--- src/dctd_ram.sv ---
`default_nettype none
// ----------------------------------------------------------------------------
// dctd_ram
// Simple dual-port RAM: one write port, one read port with registered data.
// ----------------------------------------------------------------------------
module dctd_ram #(
	parameter int unsigned WIDTH = 8,
	parameter int unsigned DEPTH = 16
) (
	input  wire logic                     clk,
	input  wire logic                     wr_en,
	input  wire logic [$clog2(DEPTH)-1:0] wr_addr,
	input  wire logic [WIDTH-1:0]         wr_data,
	input  wire logic                     rd_en,
	input  wire logic [$clog2(DEPTH)-1:0] rd_addr,
	output logic      [WIDTH-1:0]         rd_data
);

	logic [WIDTH-1:0] mem [DEPTH];

	always_ff @(posedge clk) begin
		if (wr_en) begin
			mem[wr_addr] <= wr_data;
		end
		if (rd_en) begin
			rd_data <= mem[rd_addr];
		end
	end

endmodule
`default_nettype wire

--- config.mk ---
export PLATFORM = sky130hd
export DESIGN_NAME = dctd_ram
export DESIGN_NICKNAME = d
export VERILOG_FILES = /design/src/dctd_ram.sv
export SDC_FILE = /design/constraint.sdc
export NUM_CORES = 1
export LEC_CHECK = 0
export ABC_AREA = 1
export BUFFER_PORTS_ARGS = -buffer_cell sky130_fd_sc_hd__buf_2
export CAP_MARGIN = 20
export CORE_MARGIN = 1.5
export CORE_UTILIZATION = 40
export DETAILED_ROUTE_END_ITERATION = 7
export SLEW_MARGIN = 15
export SYNTH_ARGS = -nofsm -noshare
export SYNTH_HDL_FRONTEND = slang
export SYNTH_SLANG_ARGS = --single-unit
--- constraint.sdc ---
create_clock -name clk -period 1.7 [get_ports clk]
set_input_delay 0.34 -clock clk [delete_from_list [all_inputs] [get_ports clk]]
set_output_delay 0.34 -clock clk [all_outputs]
set_load 0.005 [all_outputs]
==> out/results.tsv <==
stage	metric	value	unit
outcome	status	complete, but fails checks	
outcome	failing checks	design-rule violations	
timing	Worst Max-Slew Pin Slew	0.6623	ns
logic_synthesis	Post-Synthesis Cells	551	
timing	Tmin final	1.359	ns
setup_path	reg2reg path depth	6	
setup_path	reg2reg start	mem[11][5]$_DFFE_PP_	
cts	CTS tree	built	
routing	mean routed wirelength per cell	16.65	um
final_layout	Layout area overhead	14.92	%
logic_synthesis	unique cell type count in the Yosys netlist	11	
setup_path	critical path capture point type	output pin	
timing	Worst Skew	0.005694	ns
cts	H-tree Lvls	4	
timing	WHS	0.2980	ns
routing	Post-Route WL	13130	um
logic_synthesis	Compound-Gate Fraction of Synth Area	0	
placed_design	Port-buffer cells	26	
cts	Post-CTS Resized	0	
logic_synthesis	largest family of logic cells by synthesized area	simple AND/OR/NAND/NOR gates	
setup_path	Crit-path slowest cell	edfxtp_1	
final_layout	share of cells above drive strength 1	0.1124	
timing	Max Transition Viols Final	0	
final_layout	fillers	1341	
logic_synthesis	Mean Syn Cell Area	10.61	um^2
floorplanning	Initial Util	0.4054	
placed_design	GPL Wtd Cong	0.7855	
pwr	Psw	1.577	mW
min_path	hold path startpoint	rd_en	
setup_path	kind of critical path	reg2out	
job	max_cap viols	0	
floorplanning	Die W	123.9	um
global_routing	vias in the first global route	3785	
placed_design	placed cells	759	
cts	Worst-path clk slew	0.05	ns
global_routing	gr ovfl total	0	
logic_synthesis	post-synthesis adder-cell area fraction	0	
logic_synthesis	post-synthesis mux area share	0	
min_path	Hold Path Cell Cnt	1	
pwr	maximum vdd ir drop	0.6634	mV
final_layout	diode count	0	
setup_path	Critical Path AT	1.02	ns
pwr	Clock power frac	0.414	
min_path	HP Class	in2reg	
setup_path	Startpoint Class	flip-flop	
logic_synthesis	XOR/XNOR Fraction of Synth Area	0	
floorplanning	die height	123.9	um
timing	Worst Setup Slack, final	0.3411	ns
pwr	combinational power share	0.063	
routing	post-detailed-route via-to-cell ratio	4.911	
pwr	switching share of power	0.2164	
placed_design	HPWL after DPL	8169	um
cts	worst skew pair latency	0.42	ns
pwr	Leak Pwr	2.890	nW
logic_synthesis	FF+latch count, synth	136	
pwr	PwrDens	1084	mW/mm^2
cts	CTS Buf Count	17	
final_layout	Layout Nets	613	
global_routing	initial antenna violation count	0	
placed_design	pre-CTS setup slack	0.06344	ns
cts	Post-CTS Hold Fix Bufs	0	
setup_path	CP max FO	1	
cts	setup bufs post-CTS	0	
timing	final hold vios	0	
setup_path	cell family with most CP delay	flip-flops	
routing	DR pass1 iterations	6	
timing	Sum Neg Setup Slack	0	ns
setup_path	largest stage delay on the critical path	0.44	ns
pwr	sequential share of power	0.523	
logic_synthesis	Post-Syn Area	0.005847	mm^2
setup_path	CP startpoint	rd_data[4]$_DFFE_PP_	
timing	final worst path period share	0.7994	
setup_path	WP data required	1.36	ns
floorplanning	core area	0.01442	mm^2
logic_synthesis	syn_nets	570	
logic_synthesis	YS warnings	0	
timing	Final Setup Violations	0	
pwr	Int Pwr	5.708	mW
cts	clock buffer depth	2	
floorplanning	Die ar.	0.01535	mm^2
setup_path	buffer and inverter count on the worst path	1	
timing	max_slew headroom	0.5578	
logic_synthesis	register area share after synthesis	0.6985	
global_routing	first-pass GRT wire length	20960	um
routing	drt drc	1	
pwr	Power, Total	7.285	mW
timing	unrepaired setup endpoints after global routing	false	
routing	Final ANT Viol Nets	0	
global_routing	pin count of the biggest net entering global routing	65	
cts	# clock sinks	136	
setup_path	crit path cell chain	buf_2	
cts	root buffer cell	clkbuf_16	
timing	Fmax	735.9	MHz
routing	vias	3875	
floorplanning	# rows	44	
floorplanning	# IOs	27	
logic_synthesis	Post-Synth Simple-Gate Area	0.2076	
global_routing	All-Layer GR Usage	0.1909	
setup_path	Worst path depth	1	
routing	initial DRC count	390	
final_layout	fin cells	789	
per-stage QoR:
step	util	instance area [um^2]
finish	0.4658	6719
global route	0.4658	6719
CTS	0.4658	6719
detailed placement	0.4329	6243
global placement	0.4329	6243
floorplan	-	5847
power by group through the flow:
| stage | clock [mW] | combinational, mW | sequential [mW] |
|---|---|---|---|
| 3_5_place_dp | 0 | 0.462 | 3.88 |
| 2_1_floorplan | 0 | 0.265 | 3.87 |
| 4_1_cts | 3.06 | 0.463 | 3.81 |
| 3_3_place_gp | 0 | 0.455 | 3.87 |
| 5_1_grt | 3.20 | 0.516 | 3.81 |
| 6_report | 3.02 | 0.457 | 3.81 |
registers in the layout, indices dropped and copies added, names as in the netlist:
signal and flops:
mem 128, rd_data 8
cells in the final DEF (no fill, tap or decap), types with 3 or more instances in the layout:
cell       instances
buf_12             3
buf_2             26
buf_4             19
clkbuf_1           3
clkbuf_16         17
clkinv_1           9
edfxtp_1         136
inv_1            100
nand2_1          173
nand3_1           97
nor2_1            17
final cells by class:
| class | instances | area (um^2) | area share |
|---|---|---|---|
| Inverter | 102 | 382.9 | 0.05698 |
| Sequential cell | 136 | 4084 | 0.6078 |
| Tap cell | 184 | 230.2 | 0.03426 |
| Multi-Input combinational cell | 289 | 1214 | 0.1806 |
| Clock inverter | 10 | 38.79 | 0.005773 |
| Clock buffer | 20 | 436.7 | 0.06499 |
| Timing Repair Buffer | 48 | 332.8 | 0.04953 |
Yosys cell counts:
library cell  number  area [um^2]
nand3_1           97        485.5
buf_1              1        3.750
buf_2             13        65.06
nor2_1            17        63.81
nand3b_1           2        15.01
buf_4              4        30.03
nand2_1          173        649.4
buf_6              6        67.56
inv_2              2        7.510
edfxtp_1         136         4084
inv_1            100        375.4
metal layers:
layer  share of wire  wire length (um)  vias to the layer above  global-route usage
li1                -                 -                     1865                   -
met1            0.43              5583                     1886              0.2555
met2            0.49              6443                      104              0.3056
met3           0.067               881                       20             0.04579
met4           0.017               224                        0             0.06818
met5               0                 0                        -                   0
final timing paths:
path / endpoint / slack, ns
max: rd_data[4] / 0.34
min: rd_data[2]$_DFFE_PP_ / 0.30
max reg2reg: rd_data[5]$_DFFE_PP_ / 0.55
min reg2reg: rd_data[2]$_DFFE_PP_ / 0.73
worst register-to-register path, stage by stage, from the launching register on:
cell      delay, ns
edfxtp_1       0.36
inv_1          0.06
nand2_1        0.04
nand3_1        0.10
nand3_1        0.11
nand3_1        0.16
nand2_1        0.07
cell families after synthesis:
family / after synthesis
buf+inv: 126
flops: 136
simple gates: 289
Power figures use the tool's default switching activity.
