==> src/dctd_pkg.sv <==
`default_nettype none
// ----------------------------------------------------------------------------
// dctd_pkg
// Shared constants and types for the trial-division divisor counter.
// ----------------------------------------------------------------------------
package dctd_pkg;

	localparam int unsigned PRIME_LIMIT = 8192;
	localparam int unsigned PRIME_COUNT = 1028;

	localparam int unsigned VALUE_W   = 63;
	localparam int unsigned COUNT_W   = 18;
	localparam int unsigned COUNT_MAX = (2 ** COUNT_W) - 1;

	// prime and sieve index width, table address and fill count widths
	localparam int unsigned PRIME_W = $clog2(PRIME_LIMIT);
	localparam int unsigned TAB_W   = $clog2(PRIME_COUNT);
	localparam int unsigned CNT_W   = $clog2(PRIME_COUNT + 1);

	// an exponent of a prime >= 2 stays below VALUE_W
	localparam int unsigned EXP_W = $clog2(VALUE_W);

	// divider retires DIV_BITS quotient bits per cycle
	localparam int unsigned DIV_BITS  = 4;
	localparam int unsigned DIV_STEPS = (VALUE_W + DIV_BITS - 1) / DIV_BITS;
	localparam int unsigned PAD_W     = DIV_STEPS * DIV_BITS;
	localparam int unsigned STEP_W    = $clog2(DIV_STEPS);

	typedef struct packed {
		logic               en;
		logic [TAB_W-1:0]   addr;
		logic [PRIME_W-1:0] data;
	} tab_wr_t;

	typedef struct packed {
		logic             done;
		logic [CNT_W-1:0] count;
	} sieve_stat_t;

	typedef struct packed {
		logic               start;
		logic [VALUE_W-1:0] dividend;
		logic [PRIME_W-1:0] divisor;
	} div_req_t;

	typedef struct packed {
		logic               done;
		logic [VALUE_W-1:0] quotient;
		logic               rem_zero;
	} div_rsp_t;

endpackage
`default_nettype wire

==> src/dctd_div.sv <==
`default_nettype none
// ----------------------------------------------------------------------------
// dctd_div
// Iterative restoring divider: wide value by a table prime, four bits a cycle.
// ----------------------------------------------------------------------------
module dctd_div (
	input  wire logic               clk,
	input  wire logic               arst_n,
	input  wire dctd_pkg::div_req_t req,
	output dctd_pkg::div_rsp_t      rsp
);
	import dctd_pkg::*;

	logic               busy_q;
	logic               done_q;
	logic [STEP_W-1:0]  step_q;
	logic [PAD_W-1:0]   shift_q;
	logic [PRIME_W-1:0] rem_q;
	logic [PRIME_W-1:0] d_q;

	logic [PRIME_W:0]   r;
	logic [PAD_W-1:0]   s;

	// dividend bits leave at the top, quotient bits enter at the bottom
	always_comb begin
		r = {1'b0, rem_q};
		s = shift_q;
		for (int k = 0; k < DIV_BITS; k++) begin
			r = {r[PRIME_W-1:0], s[PAD_W-1]};
			s = {s[PAD_W-2:0], 1'b0};
			if (r >= {1'b0, d_q}) begin
				r    = r - {1'b0, d_q};
				s[0] = 1'b1;
			end
		end
	end

	always_ff @(posedge clk or negedge arst_n) begin
		if (!arst_n) begin
			busy_q <= 1'b0;
			done_q <= 1'b0;
			step_q <= '0;
		end else begin
			done_q <= 1'b0;
			if (req.start) begin
				busy_q <= 1'b1;
				step_q <= '0;
			end else if (busy_q) begin
				step_q <= step_q + 1'b1;
				if (step_q == STEP_W'(DIV_STEPS - 1)) begin
					busy_q <= 1'b0;
					done_q <= 1'b1;
				end
			end
		end
	end

	always_ff @(posedge clk) begin
		if (req.start) begin
			shift_q <= PAD_W'(req.dividend);
			rem_q   <= '0;
			d_q     <= req.divisor;
		end else if (busy_q) begin
			shift_q <= s;
			rem_q   <= r[PRIME_W-1:0];
		end
	end

	assign rsp.done     = done_q;
	assign rsp.quotient = shift_q[VALUE_W-1:0];
	assign rsp.rem_zero = (rem_q == '0);

endmodule
`default_nettype wire

==> config.mk <==
export PLATFORM = sky130hd
export DESIGN_NAME = dctd_div
export DESIGN_NICKNAME = d
export VERILOG_FILES = /design/src/dctd_pkg.sv /design/src/dctd_div.sv
export SDC_FILE = /design/constraint.sdc
export NUM_CORES = 1
export LEC_CHECK = 0
export ABC_CLOCK_PERIOD_IN_PS = 10000
export BUFFER_PORTS_ARGS = -buffer_cell sky130_fd_sc_hd__buf_2
export CORE_MARGIN = 3
export CORE_UTILIZATION = 51
export CTS_CLUSTER_DIAMETER = 80
export DETAILED_ROUTE_END_ITERATION = 8
export PLACE_DENSITY = 0.78
export SLEW_MARGIN = 0
export SYNTH_ARGS = -nofsm -noshare
export SYNTH_HDL_FRONTEND = slang
export SYNTH_SLANG_ARGS = --single-unit
export TNS_END_PERCENT = 50
==> constraint.sdc <==
create_clock -name clk -period 10 [get_ports clk]
set_input_delay 0.5 -clock clk [delete_from_list [all_inputs] [get_ports clk]]
set_output_delay 0.5 -clock clk [all_outputs]
set_load 0.05 [all_outputs]
==> results of run 1 <==
area by class of cell:
class | count | area (um^2)
clock buffers | 9 | 225.2
clock inverters | 7 | 68.82
fillers | 1172 | 5767
inverters | 34 | 127.6
multi-input cells | 488 | 3938
flip-flops and latches | 96 | 2713
well taps | 180 | 225.2
repair buffers | 163 | 870.8
synthesized netlist by cell type, types with 4 or more instances:
cell	instances	share of area (%)
mux2_2	83	13
edfxtp_1	76	31
buf_4	64	6.6
nor2_1	56	2.9
ha_1	53	9.1
a21oi_1	37	2.5
inv_1	34	1.8
o21ai_0	25	1.7
nand2_1	23	1.2
xnor2_1	22	2.6
nor3_1	21	1.4
mux2i_1	20	2.7
a211oi_1	17	1.8
clkbuf_1	14	0.72
dfxtp_1	14	3.8
xor2_1	14	1.7
o21a_1	13	1.3
a21o_1	9	0.93
nand2b_1	8	0.69
nand4_1	8	0.69
nor2b_1	8	0.69
dfrtp_1	6	2.1
nand3_1	6	0.41
or3_1	5	0.43
fa_1	4	1.1
or2_2	4	0.34
worst paths after layout:
path,to,start,depth (start not counted),slack (ps)
max,rem_q[11]$_SDFFE_PP0P_,d_q[7]$_DFFE_PP_,37,460
min,d_q[9]$_DFFE_PP_,req[9],1,320
max reg2reg,rem_q[11]$_SDFFE_PP0P_,d_q[7]$_DFFE_PP_,37,460
min reg2reg,rem_q[1]$_SDFFE_PP0P_,rem_q[1]$_SDFFE_PP0P_,2,550
max in group asynchronous,step_q[0]$_DFFE_PN0P_,arst_n,2,9330
min in group asynchronous,busy_q$_DFF_PN0_,arst_n,2,530
stage by stage:
| stage | hold slack [ps] | setup WS (ps) | cell area (um^2) | cells |
|---|---|---|---|---|
| 2_1_floorplan | 204.4 | 309.8 | 7292 | 699 |
| 3_3_place_gp | 328.8 | 451.3 | 7810 | 958 |
| 3_5_place_dp | 329.9 | 69.38 | 7810 | 958 |
| 4_1_cts | 316.5 | 93.40 | 8122 | 975 |
| 5_1_grt | 310.9 | 32.77 | 8168 | 977 |
| 6_report | 317.4 | 461.3 | 8168 | 977 |
routing by layer:
metal | vias up | routed length (um) | GRT usage (%)
met5 | - | 0 | 0
met4 | 0 | 450 | 6.952
met3 | 43 | 1194 | 5.510
met2 | 204 | 8872 | 37.98
met1 | 2686 | 7782 | 29.42
li1 | 2726 | - | -
sequential cells by signal, summed over array words and instances, names as in the netlist:
name / count
shift_q: 64
d_q: 13
rem_q: 13
step_q: 4
busy_q: 1
done_q: 1
cells by family (layout without fill, tap and decap cells):
kind of cell               after synthesis  after routing
and+or+nand+nor                        149            149
muxes                                  105            105
adders and majority gates               57             57
DFF                                     96             96
AOI/OAI and AO/OA                      141            141
buffers and inverters                  115            213
xor gates and xnor gates                36             36
timing repair:
| action | 4_1_cts | 5_1_grt |
|---|---|---|
| hold endpoints to repair | 6 | 0 |
| gates resized for setup | 1 | 13 |
| hold buffers | 1 | 0 |
| pin swaps | 0 | 1 |
| endpoints found under the setup margin | 1 | 14 |
| setup buffers | 0 | 2 |
==> flow_summary.json, run 1 <==
{
  "synth_compound_area_share_pct": 13.02,
  "cp.required_ps": 10180,
  "drt_wl_total_um": 18300,
  "setup_violations": 0,
  "path_common_cell": "ha_1",
  "syn_to_final_growth_pct": 12.01,
  "wl_per_cell_um": 18.73,
  "layout_commonest_cell": "buf_2",
  "syn_nets": 835,
  "dr.first_iter.drc_count": 367,
  "fp.dieW_um": 125.6,
  "synthMuxAreaShare_pct": 16.18,
  "period_share_pct": 95.39,
  "worstSetupEndpointType": "flip-flop",
  "synth_xor_area_share_pct": 4.324,
  "avgSynthCellArea_um2": 10.43,
  "synth-edff-count": 76,
  "antennaDiodeCount": 0,
  "max_clock_freq_mhz": 104.8,
  "tns_ps": 0,
  "cap_viol_max_count": 0,
  "core-area_mm2": 0.01393,
  "antenna_found_initial": 0,
  "slew_headroom_pct": 30.99,
  "grt_usage_pct": 22.79,
  "cts-htree-levels": 3,
  "crit_family": "compound AO/OA/AOI/OAI gates",
  "clockBufferDepth": 2,
  "initial_core_util_pct": 52.33,
  "ant_nets": 0,
  "io_pins": 144,
  "fin_crit_ps": 9539,
  "die_h_um": 125.6,
  "status": "complete, no violations",
  "netlist_area_mm2": 0.007292,
  "clk-insertion-delay-late_ps": 360,
  "fin_skew_ps": 10.67,
  "ys_seq_area_share_pct": 37.20,
  "drc": 0,
  "yosys.area_share.simple_pct": 9.746,
  "dp_hpwl_um": 14160,
  "critPathSlowestCell": "a2111o_2",
  "startpoint_type": "flip-flop",
  "gp_congestion": 0.9449,
  "final_max_slew_viol_count": 0,
  "dieArea_mm2": 0.01577,
  "layout-drive-gt1-share_pct": 35.01,
  "layout_common_cells": "buf_2, mux2_2, edfxtp_1, nor2_1, ha_1",
  "first_global_vias": 5591,
  "cts_buffers": 9,
  "synth_ff_type": "edfxtp_1",
  "synth.distinct_cells": 63,
  "path_class": "reg2reg",
  "synth_fa_ha_area_share_pct": 10.19,
  "hold_class": "in2reg",
  "yosysWarnings": 0,
  "synth_top_family_by_area": "multiplexers",
  "final_core_util_pct": 58.62,
  "worstMarginPinSlew_ps": 1035,
  "synth_seq_cells": 96,
  "hold_viol_final": 0,
  "grt_remaining_overflow": 0,
  "cts.sinks": 96,
  "cts_tree": "yes",
  "grt_pass1_wl_um": 28770,
  "grt_max_degree": 64,
  "viasPerCell": 5.792,
  "vias": 5659,
  "crit_buf_inv": 3,
  "rows": 43,
  "cp_max_fo": 14,
  "path_clk_slew_ps": 70,
  "synthArstFlopShare_pct": 6.250,
  "root_buffer": "clkbuf_16",
  "drtPass1Iterations": 5,
  "rsz0062_at_grt": "false",
  "nNetsFinal": 928,
  "slowest_delay_ps": 480,
  "crit_arrival_ps": 9720,
  "synthCells": 699,
  "io_buffers": 143
}
Power of run 1 is left out: the tool's default activity adds up to more than one toggle a clock period on the data nets, which glitch-free logic cannot reach.
==> run 2: changes to the inputs <==
--- a/config.mk
+++ b/config.mk
@@ -5,10 +5,11 @@
 export SDC_FILE = /design/constraint.sdc
 export NUM_CORES = 1
 export LEC_CHECK = 0
+export ABC_AREA = 1
 export ABC_CLOCK_PERIOD_IN_PS = 10000
 export BUFFER_PORTS_ARGS = -buffer_cell sky130_fd_sc_hd__buf_2
 export CORE_MARGIN = 3
-export CORE_UTILIZATION = 51
+export CORE_UTILIZATION = 52
 export CTS_CLUSTER_DIAMETER = 80
 export DETAILED_ROUTE_END_ITERATION = 8
 export PLACE_DENSITY = 0.78
==> run 2 against run 1 <==
Utilization down 0.28 points. First-iteration DRC count is 78% higher. Wire length rose by 15%. Die area rose by 5.5%. Global-route usage up 3.0 points. Clock skew decreased by 0.79 ps. Final area increased by 4.6%. Count of clock-buffer cells in the layout grew 1. Hold slack worse by 6.2 ps. Fmax up 15%. Non-clock buffer count shrank 16. Final cell count is 37% higher. Largest cell class unchanged.
==> flow_summary.json, run 2 <==
{
  "status": "complete, no violations",
  "r2r_setup_slack_ps": 1740,
  "ant_nets": 0,
  "cp_max_fo": 18,
  "critPathSlowestCell": "a21oi_2",
  "r2r-start": "d_q[9]$_DFFE_PP_",
  "yosysMostFrequentCell": "nand2_1",
  "yosysWarnings": 0,
  "layout-drive-gt1-share_pct": 17.14,
  "post-cts-setup-buffers": 0,
  "crit_buf_inv": 9,
  "clk-insertion-delay-late_ps": 360,
  "dp_hpwl_um": 16180,
  "max_clock_freq_mhz": 121.1,
  "cp_num_cells": 50,
  "hold_depth": 1,
  "grt_usage_pct": 25.78,
  "syn_to_final_growth_pct": 8.572,
  "synth_top_area_share_pct": 29.01,
  "worstSetupEndpointType": "flip-flop",
  "synthCells": 1082,
  "postCtsHoldBufs": 1,
  "netlist_top_cells_count": "nand2_1, inv_1, edfxtp_1",
  "cts_tree": "yes",
  "worstMarginPinSlew_ps": 1133,
  "grt_remaining_overflow": 0,
  "synth-edff-count": 76,
  "rows": 44,
  "tns_ps": 0,
  "io_buffers": 143,
  "slowest_delay_ps": 470,
  "synth_top_area_cell": "edfxtp_1",
  "ctsResizeCount": 0,
  "path_clk_slew_ps": 80,
  "fin_skew_ps": 9.879,
  "crit_arrival_ps": 8500,
  "nNetsFinal": 1286,
  "dieArea_mm2": 0.01664,
  "drt_wl_total_um": 21020,
  "dr.first_iter.drc_count": 654,
  "netlist_area_mm2": 0.007868,
  "path_common_cell": "nand2_1",
  "synth_area_leaders": "edfxtp_1, nand2_1, ha_1",
  "cts-htree-levels": 3,
  "worst_slack_ps": 1741,
  "avgSynthCellArea_um2": 7.271,
  "fp.dieW_um": 129.0,
  "gp_congestion": 0.9794,
  "drtPass1Iterations": 5,
  "grt_max_degree": 81,
  "drc": 0,
  "worstRegToRegCells": 50,
  "reg_top3": "shift_q: 64 flops, d_q: 13 flops, rem_q: 13 flops",
  "critPathLaunch": "d_q[9]$_DFFE_PP_",
  "cap_viol_max_count": 0,
  "reg2reg_to": "rem_q[1]$_SDFFE_PP0P_",
  "antennaDiodeCount": 0,
  "syn_nets": 1218,
  "io_pins": 144,
  "synthArstFlopShare_pct": 6.250,
  "root_buffer": "clkbuf_16",
  "initial_core_util_pct": 53.73,
  "clockBufferDepth": 2,
  "layout_common_cells": "nand2_1, buf_2, inv_1, edfxtp_1, nand3_1",
  "layout_commonest_cell": "nand2_1",
  "hold_viol_final": 0,
  "cts.sinks": 96,
  "cp.required_ps": 10240,
  "slew_headroom_pct": 24.20,
  "crit_family": "simple AND/OR/NAND/NOR gates",
  "largest_register_ffs": 64,
  "crit_end": "rem_q[1]$_SDFFE_PP0P_",
  "startpoint_type": "flip-flop",
  "core-area_mm2": 0.01464,
  "synth_seq_cells": 96,
  "top_register": "shift_q",
  "synth.distinct_cells": 41,
  "wl_per_cell_um": 15.69,
  "viasPerCell": 5.252,
  "grt_pass1_wl_um": 33600,
  "rsz0062_at_grt": "false",
  "vias": 7032,
  "cts_buffers": 9,
  "dpl_worst_slack_ps": 1916,
  "antenna_found_initial": 0,
  "die_h_um": 129.0,
  "hold_class": "in2reg",
  "setup_violations": 0,
  "ys_seq_area_share_pct": 34.48,
  "final_max_slew_viol_count": 0,
  "first_global_vias": 6790,
  "period_share_pct": 82.59,
  "fin_crit_ps": 8259,
  "synth_ff_type": "edfxtp_1",
  "path_class": "reg2reg"
}
-- run 2: cell count changes after synthesis, sizes merged, moves of 10 or more --
cell and delta:
nor3 -16, nand3 +59, mux2 -83, nor2 -10, inv +107, nand4 +16, o21a -12, a211oi -18
mux2i -22, nand2 +412
-- run 2: cells by family after synthesis --
logic type	synth area share (%)
xor gates and xnor gates	4.230
adders and majority gates	9.447
AOI/OAI and AO/OA	6.123
DFF	34.48
and+or+nand+nor	31.31
buffers and inverters	14.41
-- run 2: routing by layer --
metal	up-vias	wire, um	track usage, %
li1	3526	-	-
met1	3187	9263	34.57
met2	280	9620	41.40
met3	39	1475	4.400
met4	0	656	10.75
met5	-	0	0
-- run 2: worst min-delay path by stage --
stage,endpoint,from
floorplan,busy_q$_DFF_PN0_,arst_n
global placement,step_q[3]$_DFFE_PN0P_,arst_n
detailed placement,step_q[3]$_DFFE_PN0P_,arst_n
CTS,d_q[11]$_DFFE_PP_,req[11]
global route,d_q[11]$_DFFE_PP_,req[11]
finish,d_q[11]$_DFFE_PP_,req[11]
-- run 2: final cells by class --
cell class              instances  area (um^2)
fillers                      1410         6102
multi-input cells             755         4021
flip-flops and latches         96         2713
repair buffers                147        748.2
inverters                     141        529.3
clock buffers                  10        239.0
well taps                     184        230.2
clock inverters                 6        61.31
-- run 2: per-stage QoR --
step	hold WS (ps)	utilization, %	cell area, um^2	std cells
floorplan	204.4	-	7868	1082
global route	310.2	58.33	8542	1339
CTS	303.8	58.33	8542	1339
detailed placement	333.7	56.21	8232	1322
finish	311.2	58.33	8542	1339
global placement	331.4	56.21	8232	1322
Power of run 2 is left out for the same reason.
==> run 3: changes to the inputs <==
--- a/config.mk
+++ b/config.mk
@@ -6,7 +6,7 @@
 export NUM_CORES = 1
 export LEC_CHECK = 0
 export ABC_AREA = 1
-export ABC_CLOCK_PERIOD_IN_PS = 10000
+export ABC_CLOCK_PERIOD_IN_PS = 7200
 export BUFFER_PORTS_ARGS = -buffer_cell sky130_fd_sc_hd__buf_2
 export CORE_MARGIN = 3
 export CORE_UTILIZATION = 52
==> constraint.sdc (replaced) <==
create_clock -name clk -period 7.2 [get_ports clk]
set_input_delay 0.36 -clock clk [delete_from_list [all_inputs] [get_ports clk]]
set_output_delay 0.36 -clock clk [all_outputs]
set_load 0.05 [all_outputs]
==> run 3 against run 2 <==
Worst setup slack lost 1400 ps. Die area unchanged. Final cell count increased by 4.3%. Utilization rose by 5.9 points. Sequential cell count did not move. Count of clock-buffer cells in the layout did not move. Fmax up 20%. Sequential share of layout area is 2.9 points lower. Critical path depth rose by 3. Critical endpoint is now rem_q[7]$_SDFFE_PP0P_. Largest cell class unchanged.
==> flow_summary.json, run 3 (synthesized netlist as in run 2, its figures left out) <==
{
  "crit_arrival_ps": 7080,
  "rows": 44,
  "cts_tree": "yes",
  "cts_buffers": 9,
  "layout-drive-gt1-share_pct": 25.97,
  "ant_nets": 0,
  "io_buffers": 143,
  "post_dp_cell_area_mm2": 0.008552,
  "first_global_vias": 6870,
  "fp.dieW_um": 129.0,
  "max_clock_freq_mhz": 145.8,
  "nNetsFinal": 1344,
  "top_register": "shift_q",
  "r2r_setup_slack_ps": 340,
  "vias": 7454,
  "hold_class": "in2reg",
  "drtPass1Iterations": 5,
  "grt_remaining_overflow": 0,
  "drt_wl_total_um": 22820,
  "startpoint_type": "flip-flop",
  "crit_buf_inv": 11,
  "wl_met1_um": 9632,
  "path_clk_slew_ps": 70,
  "wl_met3_um": 1751,
  "cp_max_fo": 12,
  "wl_per_cell_um": 16.33,
  "critPathSlowestCell": "edfxtp_1",
  "worstMarginPinSlew_ps": 1003,
  "period_share_pct": 95.25,
  "cap_viol_max_count": 0,
  "top_layer_used": "met5",
  "clk-insertion-delay-late_ps": 340,
  "antennaDiodeCount": 0,
  "fin_area_mm2": 0.009410,
  "status": "complete, no violations",
  "syn_to_final_growth_pct": 19.61,
  "slew_headroom_pct": 32.86,
  "grt_max_degree": 66,
  "layout_common_cells": "nand2_1, buf_2, inv_1, edfxtp_1, nand3_1",
  "initial_core_util_pct": 53.73,
  "layout_commonest_cell": "nand2_1",
  "gp_congestion": 1.019,
  "dp_hpwl_um": 17490,
  "hold_viol_final": 0,
  "fin_skew_ps": 8.000,
  "path_common_cell": "nand2_1",
  "viasPerCell": 5.336,
  "cts-htree-levels": 3,
  "wl_met2_um": 10600,
  "die_h_um": 129.0,
  "io_pins": 144,
  "root_buffer": "clkbuf_16",
  "grt_pass1_wl_um": 34580,
  "antenna_found_initial": 1,
  "dieArea_mm2": 0.01664,
  "final_max_slew_viol_count": 0,
  "grt_usage_pct": 26.25,
  "cp.required_ps": 7430,
  "cts.sinks": 96,
  "fin_crit_ps": 6858,
  "path_class": "reg2reg",
  "clockBufferDepth": 2,
  "reg_top3": "shift_q: 64 flops, d_q: 13 flops, rem_q: 13 flops",
  "slowest_delay_ps": 360,
  "drc": 0,
  "worstSetupEndpointType": "flip-flop",
  "core-area_mm2": 0.01464,
  "crit_family": "simple AND/OR/NAND/NOR gates",
  "setup_violations": 0,
  "largest_register_ffs": 64,
  "dr.first_iter.drc_count": 644
}
-- run 3: cell types whose count changed in the layout (fill, tap and decap cells not counted), sizes merged --
cell	delta
nand3	+2
buf	+56
-- run 3: area by class of cell --
type                       count  area (um^2)
clock buffer                  10        239.0
clock inverter                 6        61.31
fill                        1301         5234
inverter                     141        529.3
multi-input combinational    757         4438
sequential                    96         2713
tap                          184        230.2
timing repair buffer         203         1200
-- run 3: metrics by stage --
step	util, %	hold slack [ps]	instances	worst slack, ps	setup TNS, ps
after floorplan	-	64.41	1082	270.0	0
after global placement	58.40	192.9	1363	295.2	0
after detailed placement	58.40	190.9	1363	155.2	0
after CTS	60.52	179.4	1380	83.05	0
after global routing	64.26	181.3	1397	-107.5	-855.4
final	64.26	191.4	1397	342.1	0
-- run 3: final timing paths --
path | start | endpoint | depth (start not counted)
setup / recovery | d_q[9]$_DFFE_PP_ | rem_q[7]$_SDFFE_PP0P_ | 53
hold / removal | req[8] | d_q[8]$_DFFE_PP_ | 1
setup reg to reg | d_q[9]$_DFFE_PP_ | rem_q[7]$_SDFFE_PP0P_ | 53
hold reg to reg | step_q[3]$_DFFE_PN0P_ | step_q[3]$_DFFE_PN0P_ | 1
max in group asynchronous | arst_n | step_q[2]$_DFFE_PN0P_ | 2
min in group asynchronous | arst_n | step_q[1]$_DFFE_PN0P_ | 2
-- run 3: routing by layer --
layer	track usage [%]	vias to the layer above
met5	0	-
met4	8.400	2
met3	5.396	54
met2	43.02	329
met1	34.95	3413
li1	-	3656
-- run 3: what timing repair did --
item | CTS | global route
setup buffers | 0 | 13
endpoints found under the setup margin | 0 | 14
hold buffers | 1 | 0
resized for setup | 0 | 76
endpoints found under the hold margin | 6 | 0
Power of run 3 is left out for the same reason.
